==> src/design/water_refraction_shader_unit_assert.svh <==
// assertion macros used by the shader unit
`ifndef WATER_REFRACTION_SHADER_UNIT_ASSERT_SVH
`define WATER_REFRACTION_SHADER_UNIT_ASSERT_SVH

// same-cycle implication, sampled on clk_i, off during reset
`define WRS_ASSERT_IMP(label, ante, cons, msg) \
  label: assert property (@(posedge clk_i) disable iff (!rst_ni) (ante) |-> (cons)) \
    else $error(msg);

// next-cycle implication, sampled on clk_i, off during reset
`define WRS_ASSERT_NXT(label, ante, cons, msg) \
  label: assert property (@(posedge clk_i) disable iff (!rst_ni) (ante) |=> (cons)) \
    else $error(msg);

`endif

==> src/design/wrs_pkg.sv <==
package wrs_pkg;

  // texture and shading geometry
  localparam int TEX_SHIFT     = 7;
  localparam int SHADE_SHIFT   = 8;
  localparam int REFRACT_SHIFT = 8;
  localparam int COORD_BITS    = 10;

  // field widths
  localparam int STORE_BITS  = 14;
  localparam int STORE_DEPTH = 1 << STORE_BITS;
  localparam int TEX_W       = 16;
  localparam int COORD_W     = 10;
  localparam int HEIGHT_W    = 32;
  localparam int DIFF_W      = HEIGHT_W + 1;
  localparam int FULL_W      = 2 * TEX_SHIFT + STORE_BITS;

  // shade is saturated to +-16: beyond that every channel clamps the same way
  localparam int SHADE_W   = 6;
  localparam int SHADE_MAX = 16;

  typedef enum logic {
    OP_SHADE = 1'b0,
    OP_LOAD  = 1'b1
  } op_e;

  typedef logic signed [SHADE_W-1:0] shade_t;
  typedef logic [STORE_BITS-1:0]     addr_t;
  typedef logic [TEX_W-1:0]          texel_t;

  typedef struct packed {
    logic   wr_en;
    logic   rd_en;
    addr_t  addr;
    texel_t wdata;
  } ram_req_t;

endpackage

==> src/design/wrs_shade.sv <==
module wrs_shade (
  input  wrs_pkg::shade_t shade_i,
  input  wrs_pkg::texel_t texel_i,
  output wrs_pkg::texel_t color_o
);

  logic signed [13:0] red;
  logic signed [9:0]  green;
  logic signed [6:0]  blue;
  logic [11:0]        red_c;
  logic [7:0]         green_c;
  logic [3:0]         blue_c;

  // darken each channel by the shade at its own weight
  assign red   = $signed({2'b00, texel_i[11:8], 8'h00}) - $signed({shade_i, 8'h00});
  assign green = $signed({2'b00, texel_i[7:4], 4'h0}) - $signed({shade_i, 4'h0});
  assign blue  = $signed({3'b000, texel_i[3:0]}) - $signed({shade_i[5], shade_i});

  // red clamps to its range
  always_comb begin
    if (red > 14'sh0FFF) begin
      red_c = 12'hFFF;
    end else if (red < 14'sh0100) begin
      red_c = 12'h100;
    end else begin
      red_c = red[11:0];
    end
  end

  // green saturates to all ones above 0xfe and is raised to 0x10 below 0x10
  always_comb begin
    if (green > 10'sh0FE) begin
      green_c = 8'hFF;
    end else if (green < 10'sh010) begin
      green_c = 8'h10;
    end else begin
      green_c = green[7:0];
    end
  end

  // negative blue is dropped to zero, blue above 0xe saturates to all ones
  always_comb begin
    if (blue < 7'sh00) begin
      blue_c = 4'h0;
    end else if (blue > 7'sh0E) begin
      blue_c = 4'hF;
    end else begin
      blue_c = blue[3:0];
    end
  end

  assign color_o = {4'h0, red_c} | {8'h00, green_c} | {12'h000, blue_c};

endmodule

==> config.mk <==
export PLATFORM = sky130hd
export DESIGN_NAME = wrs_shade
export DESIGN_NICKNAME = d
export VERILOG_FILES = /design/src/design/water_refraction_shader_unit_assert.svh /design/src/design/wrs_pkg.sv /design/src/design/wrs_shade.sv
export SDC_FILE = /design/constraint.sdc
export NUM_CORES = 1
export LEC_CHECK = 0
export BUFFER_PORTS_ARGS = -buffer_cell sky130_fd_sc_hd__buf_2
export CAP_MARGIN = 20
export CELL_PAD_IN_SITES_DETAIL_PLACEMENT = 0
export CELL_PAD_IN_SITES_GLOBAL_PLACEMENT = 1
export CORE_ASPECT_RATIO = 0.8
export CORE_MARGIN = 2
export CORE_UTILIZATION = 34
export DETAILED_ROUTE_END_ITERATION = 7
export PLACE_DENSITY = 0.93
export SETUP_SLACK_MARGIN = 0.05
export SLEW_MARGIN = 10
export SYNTH_ARGS = -nofsm -noshare
export SYNTH_HDL_FRONTEND = slang
export SYNTH_SLANG_ARGS = --single-unit
==> constraint.sdc <==
create_clock -name vclk -period 3.85
set_clock_uncertainty 0.1 [all_clocks]
set_input_delay 0.77 -clock vclk [all_inputs]
set_output_delay 0.77 -clock vclk [all_outputs]
set_load 0.005 [all_outputs]
==> impl_metrics.env <==
export IMPL_synthAdderAreaFrac_pct=24.9
export IMPL_synthSimpleGateAreaFrac_pct=15.9
export IMPL_overflow=0
export IMPL_final_util_pct=41.7
export IMPL_synth_compound_area_share_pct=34.0
export IMPL_portBuffers=30
export IMPL_die_h_um=48.5
export IMPL_cts_resized=0
export IMPL_start_util_pct=35.1
export IMPL_totalNegativeSetupSlack_ps=0
export IMPL_grt_pass1_vias=838
export IMPL_fin_area_mm2=0.00100
export IMPL_grt_start_max_net_pins=18
export IMPL_power_uw=170
export IMPL_pwr_share_seq_pct=0
export IMPL_synth_top_family_by_area="compound AO/OA/AOI/OAI gates"
export IMPL_grt_antenna_before_repair=0
export IMPL_remaining_drc_errors=0
export IMPL_end_kind="output pin"
export IMPL_muxShareOfSynthArea_pct=2.97
export IMPL_status="completed"
export IMPL_avgSynthCellArea_um2=7.03
export IMPL_cp_start_kind="primary input"
export IMPL_synth_xor_area_share_pct=10.4
export IMPL_hold_buffers=0
export IMPL_clkbuf_count=0
export IMPL_area_growth_pct=18.8
export IMPL_coreArea_mm2=0.00240
export IMPL_hold_class="primary input to output pin"
export IMPL_drt_first_pass_iters=4
export IMPL_ant_nets=0
export IMPL_rsz0062_at_grt="no"
export IMPL_ios=38
export IMPL_fmax_mhz=272
export IMPL_power_frac_clock_pct=0
export IMPL_synth_cell_types=38
export IMPL_fin_nets=186
export IMPL_whs_endpoint="color_o[4]"
export IMPL_hold_depth=5
export IMPL_die_w_um=59.7
export IMPL_hold_start="texel_i[4]"
export IMPL_mostFrequentLayoutCell="buf_2"
export IMPL_ir_drop_mv=0.0512
export IMPL_die_area_mm2=0.00290
export IMPL_hold_ws_ps=1900
export IMPL_required_ps=2980
export IMPL_vias=899
export IMPL_path_max_fanout=3
export IMPL_setup_viol=0
export IMPL_leakagePower_nw=0.514
export IMPL_seq_cell_count=0
export IMPL_dp_cells=174
export IMPL_dp_slack_ps=168
export IMPL_criticalPathCategory="primary input to output pin"
export IMPL_drt_iter0_drc=26
export IMPL_maxSlewViolCount=0
export IMPL_routed_wl_um=2030
export IMPL_netlist_area_um2=843
export IMPL_gp_congestion=0.836
export IMPL_intPower_uw=78.5
export IMPL_final_seq_area_um2=0
export IMPL_setup_ws_ps=179
export IMPL_synth_warnings=0
export IMPL_cts_setup_buffers=0
export IMPL_switching_share_pct=53.8
export IMPL_viasPerCell=5.17
export IMPL_critical_path_arrival_ps=2800
export IMPL_hpwl_um=1780
export IMPL_pwr_share_comb_pct=100.0
export IMPL_antennaDiodeCount=0
export IMPL_num_rows=16
export IMPL_final_cells=174
export IMPL_post_dp_cell_area_mm2=0.00100
export IMPL_fin_crit_ps=3670
export IMPL_cap_violations=0
export IMPL_p_per_area_mw_per_mm2=170
export IMPL_hold_viol=0
export IMPL_power_switching_uw=91.5
export IMPL_final_layout_size_suffix_gt1_share_pct=23.8
export IMPL_grtUsageTotal_pct=14.6
export IMPL_wl_per_cell_um=11.6
export IMPL_grt_pass1_wl_um=3520
export IMPL_final_cell_mix="buf_2 (30), inv_1 (14), a21oi_1 (13)"
export IMPL_seq_area_frac_synth_pct=0
export IMPL_final_period_utilization_pct=95.3
export IMPL_synthCells=120
## per-layer routing
| metal | wire (µm) | track usage (%) | vias to the layer above |
|---|---|---|---|
| met2 | 1060 | 27.9 | 12 |
| met3 | 50 | 0 | 0 |
| li1 | - | - | 470 |
| met5 | 0 | 0 | - |
| met4 | 0 | 0 | 0 |
| met1 | 913 | 19.2 | 417 |
## layout make-up
cell class | instances | area, µm²
Fill cell | 259 | 1400
Inverter | 14 | 52.6
Multi-Input combinational cell | 102 | 758
Tap cell | 27 | 33.8
Timing Repair Buffer | 31 | 158
## cell usage after synthesis, drive strengths merged (2+ instances only)
library cell,n,area (µm²)
o21ai,15,75.1
a211oi,2,20.0
nand2,8,30.0
buf,6,40.0
xnor2,6,52.6
xor2,4,35.0
o2bb2ai,2,17.5
a21oi,14,73.8
nor2,5,18.8
ha,12,150
a21o,4,30.0
a21boi,2,15.0
nor2b,3,18.8
fa,3,60.1
inv,14,52.6
nand3,2,10.0
## power by group through the flow
stage,clock [mW],combinational [mW],sequential (mW)
final,0,0.170,0
after global routing,0,0.193,0
after CTS,0,0.171,0
after detailed placement,0,0.171,0
after global placement,0,0.165,0
after floorplan,0,0.119,0
## kinds of logic (layout without fill, tap and decap cells)
logic type | count (synthesis) | after routing
AO/OA/AOI/OAI | 46 | 46
XOR/XNOR | 10 | 10
adder cells (fa/ha/maj) | 15 | 15
buffers and inverters | 21 | 45
multiplexers | 2 | 2
other | 1 | 4
AND/OR/NAND/NOR | 25 | 25
## worst max-delay path, cell delays in order
cell and delay, ps:
buf_2 130, ha_1 240, fa_1 400, nand2b_1 180, a21o_1 190, or4_4 540
a21oi_1 140, o21ai_1 90, buf_2 130
## worst max-delay path by stage
stage | from | end | cells past startpoint
detailed placement | shade_i[0] | color_o[0] | 9
floorplan | texel_i[0] | color_o[1] | 8
global placement | shade_i[0] | color_o[0] | 9
CTS | shade_i[0] | color_o[0] | 9
global route | shade_i[0] | color_o[0] | 9
finish | shade_i[0] | color_o[0] | 9
Note: power is estimated with default switching activity, not from simulation.
