`config.mk`:
```
export PLATFORM = sky130hd
export DESIGN_NAME = wrs_addr
export DESIGN_NICKNAME = d
export VERILOG_FILES = /design/src/design/water_refraction_shader_unit_assert.svh /design/src/design/wrs_pkg.sv /design/src/design/wrs_addr.sv
export SDC_FILE = /design/constraint.sdc
export NUM_CORES = 1
export LEC_CHECK = 0
export BUFFER_PORTS_ARGS = -buffer_cell sky130_fd_sc_hd__clkbuf_2
export CORE_MARGIN = 2
export CORE_UTILIZATION = 35
export DETAILED_ROUTE_END_ITERATION = 8
export GPL_ROUTABILITY_DRIVEN = 0
export SLEW_MARGIN = 20
export SYNTH_ARGS = -nofsm -noshare
export SYNTH_HDL_FRONTEND = slang
export SYNTH_SLANG_ARGS = --single-unit
export TNS_END_PERCENT = 1
```
`constraint.sdc`:
```
create_clock -name vclk -period 4
set_input_delay 0.4 -clock vclk [all_inputs]
set_output_delay 0.4 -clock vclk [all_outputs]
set_load 0.05 [all_outputs]
```
`src/design/water_refraction_shader_unit_assert.svh`:
```
// assertion macros used by the shader unit
`ifndef WATER_REFRACTION_SHADER_UNIT_ASSERT_SVH
`define WATER_REFRACTION_SHADER_UNIT_ASSERT_SVH

// same-cycle implication, sampled on clk_i, off during reset
`define WRS_ASSERT_IMP(label, ante, cons, msg) \
  label: assert property (@(posedge clk_i) disable iff (!rst_ni) (ante) |-> (cons)) \
    else $error(msg);

// next-cycle implication, sampled on clk_i, off during reset
`define WRS_ASSERT_NXT(label, ante, cons, msg) \
  label: assert property (@(posedge clk_i) disable iff (!rst_ni) (ante) |=> (cons)) \
    else $error(msg);

`endif

```
`src/design/wrs_pkg.sv`:
```
package wrs_pkg;

  // texture and shading geometry
  localparam int TEX_SHIFT     = 7;
  localparam int SHADE_SHIFT   = 8;
  localparam int REFRACT_SHIFT = 8;
  localparam int COORD_BITS    = 10;

  // field widths
  localparam int STORE_BITS  = 14;
  localparam int STORE_DEPTH = 1 << STORE_BITS;
  localparam int TEX_W       = 16;
  localparam int COORD_W     = 10;
  localparam int HEIGHT_W    = 32;
  localparam int DIFF_W      = HEIGHT_W + 1;
  localparam int FULL_W      = 2 * TEX_SHIFT + STORE_BITS;

  // shade is saturated to +-16: beyond that every channel clamps the same way
  localparam int SHADE_W   = 6;
  localparam int SHADE_MAX = 16;

  typedef enum logic {
    OP_SHADE = 1'b0,
    OP_LOAD  = 1'b1
  } op_e;

  typedef logic signed [SHADE_W-1:0] shade_t;
  typedef logic [STORE_BITS-1:0]     addr_t;
  typedef logic [TEX_W-1:0]          texel_t;

  typedef struct packed {
    logic   wr_en;
    logic   rd_en;
    addr_t  addr;
    texel_t wdata;
  } ram_req_t;

endpackage

```
`src/design/wrs_addr.sv`:
```
module wrs_addr (
  input  logic [wrs_pkg::COORD_W-1:0]         pixel_x_i,
  input  logic [wrs_pkg::COORD_W-1:0]         pixel_y_i,
  input  logic signed [wrs_pkg::HEIGHT_W-1:0] height_center_i,
  input  logic signed [wrs_pkg::HEIGHT_W-1:0] height_below_i,
  input  logic signed [wrs_pkg::HEIGHT_W-1:0] height_right_i,
  output wrs_pkg::addr_t                      addr_o,
  output wrs_pkg::shade_t                     shade_o
);

  localparam logic [wrs_pkg::COORD_W-1:0] PixMask =
    wrs_pkg::COORD_W'((1 << wrs_pkg::COORD_BITS) - 1);

  logic signed [wrs_pkg::DIFF_W-1:0] dy;
  logic signed [wrs_pkg::DIFF_W-1:0] dx;
  logic signed [wrs_pkg::DIFF_W-1:0] dy_shade;
  logic signed [wrs_pkg::DIFF_W-1:0] dy_refr;
  logic signed [wrs_pkg::DIFF_W-1:0] dx_refr;
  logic [wrs_pkg::DIFF_W-1:0]        sum_x;
  logic [wrs_pkg::DIFF_W-1:0]        sum_y;
  logic [wrs_pkg::TEX_SHIFT-1:0]     tex_x;
  logic [wrs_pkg::TEX_SHIFT-1:0]     tex_y;
  logic [wrs_pkg::FULL_W-1:0]        full_addr;

  // exact height differences
  assign dy = {height_center_i[wrs_pkg::HEIGHT_W-1], height_center_i}
            - {height_below_i[wrs_pkg::HEIGHT_W-1], height_below_i};
  assign dx = {height_center_i[wrs_pkg::HEIGHT_W-1], height_center_i}
            - {height_right_i[wrs_pkg::HEIGHT_W-1], height_right_i};

  assign dy_shade = dy >>> wrs_pkg::SHADE_SHIFT;
  assign dy_refr  = dy >>> wrs_pkg::REFRACT_SHIFT;
  assign dx_refr  = dx >>> wrs_pkg::REFRACT_SHIFT;

  // shade: six maps to four, then saturate
  always_comb begin
    if (dy_shade > wrs_pkg::SHADE_MAX) begin
      shade_o = wrs_pkg::SHADE_W'(wrs_pkg::SHADE_MAX);
    end else if (dy_shade < -wrs_pkg::SHADE_MAX) begin
      shade_o = wrs_pkg::SHADE_W'(-wrs_pkg::SHADE_MAX);
    end else if (dy_shade == 6) begin
      shade_o = 6'sd4;
    end else begin
      shade_o = dy_shade[wrs_pkg::SHADE_W-1:0];
    end
  end

  // displaced fetch coordinates, wrapped to the texture size
  assign sum_x = unsigned'(dx_refr) + wrs_pkg::DIFF_W'(pixel_x_i & PixMask);
  assign sum_y = unsigned'(dy_refr) + wrs_pkg::DIFF_W'(pixel_y_i & PixMask);
  assign tex_x = sum_x[wrs_pkg::TEX_SHIFT-1:0];
  assign tex_y = sum_y[wrs_pkg::TEX_SHIFT-1:0];

  // store address wraps to its own size
  assign full_addr = wrs_pkg::FULL_W'({tex_y, tex_x});
  assign addr_o    = full_addr[wrs_pkg::STORE_BITS-1:0];

endmodule

```
==> flow_summary_export.csv, run 1 <==
group,metric,value,unit
logic_synthesis,netlist_instances,455,
logic_synthesis,ys_seq_area_share,0,%
logic_synthesis,synth_top_cells_by_count,"56 x ha_1, 54 x inv_1, 42 x a21oi_1, 36 x nand2_1, 34 x nor2_1",
detailed_routing,totalWireLength,10.0,mm
worst_setup_path,critPathKind,"input port to output pin",
die,die_w,98.7,um
timing,slew_headroom,68.9,%
logic_synthesis,synth_area_leaders,"ha_1 22%, a21oi_1 6.7%, inv_1 6.5%",
timing,tightest_slew,464,ps
cells_and_area,area_growth,43.1,%
timing,finalCritPeriodShare,96.8,%
worst_setup_path,crit_family,"simple AND/OR/NAND/NOR gates",
worst_setup_path,worstPathCellList,"clkbuf_2 > ha_1 > a2111oi_4 > o21ai_2 > buf_4 > a31o_1 > xnor2_1 > or4_4 > nor4_2 > nand4_1 > buf_4 > nor4_2 > o21a_1 > clkbuf_4",
cells_and_area,clkbuf_count,0,
place,post-dp-hpwl,8.77,mm
detailed_routing,vias,3966,
die,ioPinCount,136,
timing,final_hold_viol_count,0,
worst_setup_path,critPathRequiredTime,3600,ps
die,die_h,98.7,um
die,design.die.area,9740,sq um
cells_and_area,seq_area,0,sq um
cells_and_area,seq_cell_count,0,
logic_synthesis,synth_top_area_cell,"ha_1",
pwr,ir_worst_vdd,0.186,mV
logic_synthesis,yosysWarnings,0,
logic_synthesis,synth.most_common_cell,"ha_1",
logic_synthesis,syn_area_per_cell,6.89,sq um
worst_setup_path,max_stage_delay,430,ps
hold_path,holdCritPathClass,"input port to output pin",
die,row_count,34,
cells_and_area,multiInputGateArea,3090,sq um
grt,overflow,0,
logic_synthesis,synth_area,3140,sq um
die,initial_core_util,36.0,%
detailed_routing,detail-route-antenna-nets,0,
logic_synthesis,synth_cell_types,64,
cells_and_area,drive_gt1_share,35.4,%
worst_setup_path,critical_path_arrival,3470,ps
pwr,power.density,253,nW/um^2
timing,grt_setup_unrepaired,"yes",
cells_and_area,fillers,887,
status,run_status,"finished, final reports clean",
cells_and_area,nNetsFinal,795,
logic_synthesis,synth_top_area_share,22.3,%
pwr,p_leak,2.28,nW
run,max-cap-violations,0,
logic_synthesis,syn_nets,629,
grt,grt_pass1_vias,3879,
grt,grt_max_degree,12,
die,core-area,8720,sq um
grt,track_usage,19.9,%
timing,slew_viol_final,0,
timing,setup_violations,0,
detailed_routing,vias_per_cell,5.46,
grt,grt_pass1_wl,16.7,mm
cells_and_area,diodes,0,
detailed_routing,drt_iter0_drc,216,
grt,antenna_found_initial,0,
detailed_routing,routedWlPerCell,13.8,um
worst_setup_path,worst_path_max_delay_cell,"or4_4",
worst_setup_path,cp-end-kind,"output pin",
timing,setup_tns,0,ps
worst_setup_path,critPathMaxFanout,4,
cells_and_area,fin_util,51.5,%
detailed_routing,dr.pass1.iters,4,
clock_tree,cts_hold_buf,0,
place,port_buffers,113,
worst_setup_path,startpoint_type,"input port",
timing,max_freq,258,MHz
detailed_routing,drc,0,
worst_setup_path,path_buf_inv,4,
timing,fin_crit,3870,ps
-- layout by cell type, fill, tap and decap left out, types with 21 or more instances in the layout --
cell type / n
nor2_1: 31
ha_1: 54
clkbuf_2: 106
buf_4: 59
xnor2_1: 21
nand2_1: 34
a21oi_1: 38
o21ai_0: 22
inv_1: 54
-- worst min-delay path, stage by stage --
cell and delay, ps:
clkbuf_2 80, xor2_1 70, xnor2_1 160, buf_12 160
-- final cells by class --
cell class         count  share of cell area (%)
inverters             54                    4.52
repair buffers       172                    23.6
well taps            108                    3.01
multi-input cells    393                    68.9
-- kinds of logic after synthesis --
| group | share of synthesized area, % |
|---|---|
| AOI/OAI and AO/OA | 33.1 |
| buffers and inverters | 7.62 |
| and+or+nand+nor | 25.2 |
| xor gates and xnor gates | 9.49 |
| muxes | 0.997 |
| adders and majority gates | 23.6 |
-- what timing repair did --
action	in CTS	in global routing
endpoints found under the setup margin	7	8
buffers inserted	2	5
resized for setup	10	42
hold endpoints to repair	0	0
pin swaps	2	12
-- worst paths after layout --
path | to | depth (start not counted) | start | slack (ps)
hold / removal | addr_o[13] | 4 | pixel_y_i[6] | 1270
setup / recovery | shade_o[1] | 14 | height_center_i[1] | 130
-- per-layer routing --
| metal | up-vias | routed length [um] | global-route usage, % |
|---|---|---|---|
| li1 | 2005 | - | - |
| met1 | 1833 | 4550 | 27.0 |
| met2 | 116 | 4710 | 35.9 |
| met3 | 12 | 628 | 1.13 |
| met4 | 0 | 116 | 2.42 |
| met5 | - | 0 | 0 |
-- per-stage QoR --
stage	total power, mW	instance area, sq um	hold slack [ps]	instances	worst slack [ps]
5_1_grt	1.23	4490	1280	727	-103
6_report	1.14	4490	1270	727	126
4_1_cts	1.09	4270	1270	722	-12.2
2_1_floorplan	0.756	3140	1180	455	2.73
3_3_place_gp	1.05	4210	1260	720	-327
3_5_place_dp	1.07	4210	1260	720	-325
-- where the power goes --
| group | total [mW] | internal (mW) | switching [mW] |
|---|---|---|---|
| Clock | 0 | 0 | 0 |
| Combinational | 1.14 | 0.435 | 0.701 |
| Sequential | 0 | 0 | 0 |
(Power assumes the default switching activity.)
==> run 2: changes to the inputs <==
--- a/config.mk
+++ b/config.mk
@@ -7,9 +7,11 @@
 export LEC_CHECK = 0
 export BUFFER_PORTS_ARGS = -buffer_cell sky130_fd_sc_hd__clkbuf_2
 export CORE_MARGIN = 2
-export CORE_UTILIZATION = 35
+export CORE_UTILIZATION = 39
 export DETAILED_ROUTE_END_ITERATION = 8
 export GPL_ROUTABILITY_DRIVEN = 0
+export PLACE_DENSITY = 0.68
+export REMOVE_ABC_BUFFERS = 1
 export SLEW_MARGIN = 20
 export SYNTH_ARGS = -nofsm -noshare
 export SYNTH_HDL_FRONTEND = slang
==> run 2 against run 1 <==
- count of clock-buffer cells in the layout is the same
- utilization is 4.5 points higher
- via count decreased by 0.91%
- worst hold slack lost 14 ps
- sequential cell count stayed put
==> flow_summary_export.csv, run 2 (same netlist as run 1, synthesis figures left out) <==
group,metric,value,unit
cells_and_area,fin_cells,705,
worst_setup_path,critical_path_depth,14,
timing,final_hold_viol_count,0,
place,port_buffers,113,
detailed_routing,detail-route-antenna-nets,0,
pwr,ir_worst_vdd,0.173,mV
timing,grt_setup_unrepaired,"yes",
cells_and_area,clkbuf_count,0,
worst_setup_path,startpoint_type,"input port",
die,design.die.area,8780,sq um
detailed_routing,drc,0,
worst_setup_path,worstPathCellList,"clkbuf_2 > ha_1 > and3_2 > a21boi_4 > buf_4 > or2_4 > o211ai_1 > a31o_2 > xnor2_2 > nor3b_2 > nand4_1 > o41ai_4 > and2_1 > buf_6",
cells_and_area,nNetsFinal,779,
detailed_routing,dr.pass1.iters,6,
grt,grt_pass1_wl,16.3,mm
timing,finalCritPeriodShare,97.9,%
die,core-area,7770,sq um
cells_and_area,drive_gt1_share,33.2,%
worst_setup_path,worst_path_max_delay_cell,"o41ai_4",
timing,fin_crit,3920,ps
worst_setup_path,critical_path_arrival,3520,ps
worst_setup_path,critPathMaxFanout,4,
clock_tree,cts_hold_buf,0,
die,row_count,32,
hold_path,worst_hold_path.endpoint,"addr_o[13]",
detailed_routing,totalWireLength,10.0,mm
grt,antenna_found_initial,0,
cells_and_area,diodes,0,
detailed_routing,vias,3930,
hold_path,min-delay-start,"pixel_y_i[6]",
run,max-cap-violations,0,
grt,grt_pass1_vias,3697,
timing,tightest_slew,645,ps
die,die_w,93.7,um
grt,overflow,0,
worst_setup_path,crit_family,"compound AO/OA/AOI/OAI gates",
die,ioPinCount,136,
cells_and_area,final_common_cell,"clkbuf_2",
grt,globalRouteMet3Util,2.17,%
place,place_inst,701,
grt,met1_usage,30.4,%
worst_setup_path,max_stage_delay,410,ps
detailed_routing,routedWlPerCell,14.2,um
detailed_routing,drt_iter0_drc,303,
die,die_h,93.7,um
timing,hold_slack,1250,ps
grt,met2_usage,37.9,%
status,run_status,"finished, final reports clean",
grt,grt_max_degree,12,
timing,max_freq,255,MHz
hold_path,min_path_cells,4,
cells_and_area,area_growth,38.7,%
worst_setup_path,cp-end-kind,"output pin",
cells_and_area,layout_common_cells,"106 x clkbuf_2, 54 x inv_1, 54 x ha_1",
timing,setup_violations,0,
pwr,power.density,253,nW/um^2
cells_and_area,fin_util,56.0,%
worst_setup_path,critPathKind,"input port to output pin",
cells_and_area,fillers,748,
cells_and_area,seq_cell_count,0,
detailed_routing,vias_per_cell,5.57,
timing,slew_headroom,56.6,%
worst_setup_path,critPathRequiredTime,3600,ps
timing,slew_viol_final,0,
cells_and_area,seq_area,0,sq um
die,initial_core_util,40.4,%
pwr,p_leak,2.21,nW
hold_path,holdCritPathClass,"input port to output pin",
worst_setup_path,path_buf_inv,3,
grt,track_usage,21.8,%
place,post-dp-hpwl,8.54,mm
grt,grt_busiest_layer,"met2",
run 2: through the flow:
step                      setup WS, ps  setup TNS [ps]  area (sq um)  total power, mW
after floorplan                   -137            -448          3100            0.753
after global placement            -273           -1090          4090             1.01
after detailed placement          -326           -1440          4090             1.03
after CTS                        -5.43           -10.5          4130             1.05
after global routing              -109            -473          4350             1.19
final                             83.8               0          4350             1.10
run 2: tightest hold or removal path: stages:
cell	delay (ps)
clkbuf_2	80
xor2_1	70
xnor2_1	120
buf_4	180
run 2: worst max path at each step:
stage                       start    endpoint  slack, ps
4_1_cts        height_center_i[8]  addr_o[13]         -5
3_3_place_gp   height_center_i[6]  shade_o[0]       -270
6_report       height_center_i[8]  shade_o[2]         80
5_1_grt        height_center_i[8]  shade_o[1]       -110
3_5_place_dp    height_below_i[6]  shade_o[2]       -330
2_1_floorplan  height_below_i[21]  shade_o[0]       -140
run 2: cell type report:
| type | instances | area (sq um) | area share (%) |
|---|---|---|---|
| inverter | 54 | 203 | 4.66 |
| multi-input combinational | 393 | 3100 | 71.2 |
| tap | 102 | 128 | 2.93 |
| timing repair buffer | 156 | 922 | 21.2 |
run 2: where the power goes:
part	internal, mW	switching (mW)
Sequential	0	0
Combinational	0.404	0.699
Clock	0	0
run 2: routing by layer:
layer | up-vias | routed length, um
met3 | 11 | 786
li1 | 1970 | -
met1 | 1777 | 4560
met5 | - | 0
met2 | 172 | 4560
met4 | 0 | 92
run 2: what timing repair did:
item | 4_1_cts | 5_1_grt
hold endpoints to repair | 0 | 0
setup endpoints to repair | 7 | 8
buffers inserted | 0 | 4
pin swaps | 0 | 13
gates resized for setup | 8 | 52
==> run 3: changes to the inputs <==
--- a/config.mk
+++ b/config.mk
@@ -10,7 +10,7 @@
 export CORE_UTILIZATION = 39
 export DETAILED_ROUTE_END_ITERATION = 8
 export GPL_ROUTABILITY_DRIVEN = 0
-export PLACE_DENSITY = 0.68
+export PLACE_DENSITY = 0.7
 export REMOVE_ABC_BUFFERS = 1
 export SLEW_MARGIN = 20
 export SYNTH_ARGS = -nofsm -noshare
==> constraint.sdc (replaced) <==
create_clock -name vclk -period 3.3
set_input_delay 0.33 -clock vclk [all_inputs]
set_output_delay 0.33 -clock vclk [all_outputs]
set_load 0.05 [all_outputs]
==> run 3 against run 2 <==
- the flow now finishes with violations (setup timing)
- total power grew 69%
- first-iteration DRC count increased by 81%
- die area did not move
- count of clock-buffer cells in the layout is the same
- routed wire length grew 49%
- sequential cell count did not move
- combinational power is 69% higher
- critical endpoint is now shade_o[1]
- largest cell class unchanged
- utilization increased by 18 points
- sequential share of layout area did not move
- final area grew 33%
- worst hold slack worse by 130 ps
==> flow_summary_export.csv, run 3 (same netlist as run 1, synthesis figures left out) <==
group,metric,value,unit
status,run_status,"finished with violations",
status,violations,"setup timing",
place,port_buffers,113,
grt,track_usage,25.5,%
worst_setup_path,critPathRequiredTime,2970,ps
die,row_count,32,
cells_and_area,drive_gt1_share,54.3,%
cells_and_area,diodes,0,
die,core-area,7770,sq um
timing,finalCritPeriodShare,115,%
grt,grt_pass1_vias,4376,
run,max-cap-violations,0,
worst_setup_path,startpoint_type,"input port",
pwr,p_leak,2.79,nW
hold_path,holdCritPathClass,"input port to output pin",
worst_setup_path,worst_path_max_delay_cell,"or3_4",
grt,grt_busiest_layer,"met2",
cells_and_area,seq_cell_count,0,
timing,grt_setup_unrepaired,"yes",
grt,met2_usage,47.6,%
timing,tightest_slew,594,ps
pwr,power.density,323,nW/um^2
place,post-dp-hpwl,9.51,mm
grt,met1_usage,31.8,%
detailed_routing,vias_per_cell,6.05,
cells_and_area,layout_common_cells,"142 x buf_4, 98 x clkbuf_2, 45 x inv_1",
cells_and_area,clkbuf_count,0,
grt,antenna_found_initial,0,
cells_and_area,final_common_cell,"buf_4",
worst_setup_path,critPathKind,"input port to output pin",
detailed_routing,dr.pass1.iters,8,
detailed_routing,drc,0,
hold_path,worst_hold_path.endpoint,"addr_o[0]",
cells_and_area,seq_area,0,sq um
hold_path,min-delay-start,"pixel_x_i[0]",
detailed_routing,vias,4869,
grt,globalRouteMet3Util,1.61,%
detailed_routing,detail-route-antenna-nets,0,
die,die_h,93.7,um
die,initial_core_util,40.4,%
cells_and_area,nNetsFinal,879,
worst_setup_path,max_stage_delay,370,ps
grt,grt_max_degree,9,
worst_setup_path,cp-end-kind,"output pin",
detailed_routing,totalWireLength,14.9,mm
detailed_routing,drt_iter0_drc,548,
timing,setup_violations,11,
cells_and_area,final_design_area_no_fill,5760,sq um
timing,slew_viol_final,0,
worst_setup_path,critPathMaxFanout,5,
grt,overflow,0,
clock_tree,cts_hold_buf,0,
cells_and_area,fillers,507,
timing,slew_headroom,60.0,%
die,design.die.area,8780,sq um
die,ioPinCount,136,
grt,grt_pass1_wl,18.8,mm
worst_setup_path,critical_path_arrival,3450,ps
cells_and_area,area_growth,83.8,%
place,placed_cell_area,4810,sq um
hold_path,min_path_cells,3,
timing,setup_ws,-483,ps
timing,max_freq,264,MHz
timing,fin_crit,3780,ps
pwr,ir_worst_vdd,0.199,mV
detailed_routing,routedWlPerCell,18.6,um
pwr,finalPower,1.86,mW
worst_setup_path,worstPathCellList,"clkbuf_2 > ha_4 > and3_4 > a21boi_4 > buf_6 > nor2_8 > a21oi_4 > a41oi_2 > or3_4 > nor4_2 > nand4_1 > a31oi_1 > o21a_1 > buf_12",
die,die_w,93.7,um
timing,final_hold_viol_count,0,
==> run 3: cell count changes in the layout (fill, tap and decap cells not counted), moves of 5 or more <==
cell / change
ha_4: +14
ha_2: +6
ha_1: -20
xnor2_2: +5
nor2_1: -6
clkbuf_8: +5
inv_2: +9
o21ai_0: -5
a21oi_2: +8
clkbuf_2: -8
a21oi_1: -11
xnor2_1: -5
inv_1: -9
buf_4: +98
==> run 3: final cells by class <==
type	instances	area, sq um	area share (%)
well taps	102	128	2.21
multi-input cells	393	3660	63.5
repair buffers	256	1770	30.7
inverters	54	203	3.52
==> run 3: per-stage QoR <==
step	cells	util, %	setup TNS, ps	worst slack [ps]	hold WS (ps)
3_5_place_dp	793	61.9	-4740	-574	1120
3_3_place_gp	793	61.9	-3480	-421	1120
5_1_grt	805	74.2	-4830	-616	1130
6_report	805	74.2	-3420	-483	1120
2_1_floorplan	447	-	-4850	-697	1040
4_1_cts	798	67.1	-2460	-354	1120
==> run 3: worst max-delay path by stage <==
stage | from | to | slack, ps | cells after the start
after CTS | height_below_i[8] | shade_o[3] | -350 | 15
after global placement | height_center_i[1] | addr_o[13] | -420 | 17
final | height_center_i[8] | shade_o[1] | -480 | 14
after detailed placement | height_center_i[7] | addr_o[6] | -570 | 19
after global routing | height_below_i[17] | shade_o[1] | -620 | 15
after floorplan | height_below_i[21] | shade_o[0] | -700 | 12
==> run 3: power by group <==
group	switching, mW	internal [mW]
Combinational	1.04	0.816
Sequential	0	0
Clock	0	0
Total	1.04	0.816
==> run 3: timing repair <==
action                                  4_1_cts  5_1_grt
buffers inserted                              5        8
gates cloned                                  0        0
endpoints found under the setup margin       13       13
pin swaps                                    34       62
resized for setup                            70      109
==> run 3: routing by layer <==
metal,wire length (um),up-vias
li1,-,2172
met1,5570,2205
met2,7170,383
met3,1360,109
met4,846,0
met5,0,-
==> run 3: worst max-delay path: cells and delay by family <==
family | cells | cell delay (ps)
buf+inv | 3 | 420
fa+ha+maj | 1 | 290
simple gates | 5 | 1170
compound gates | 5 | 1230
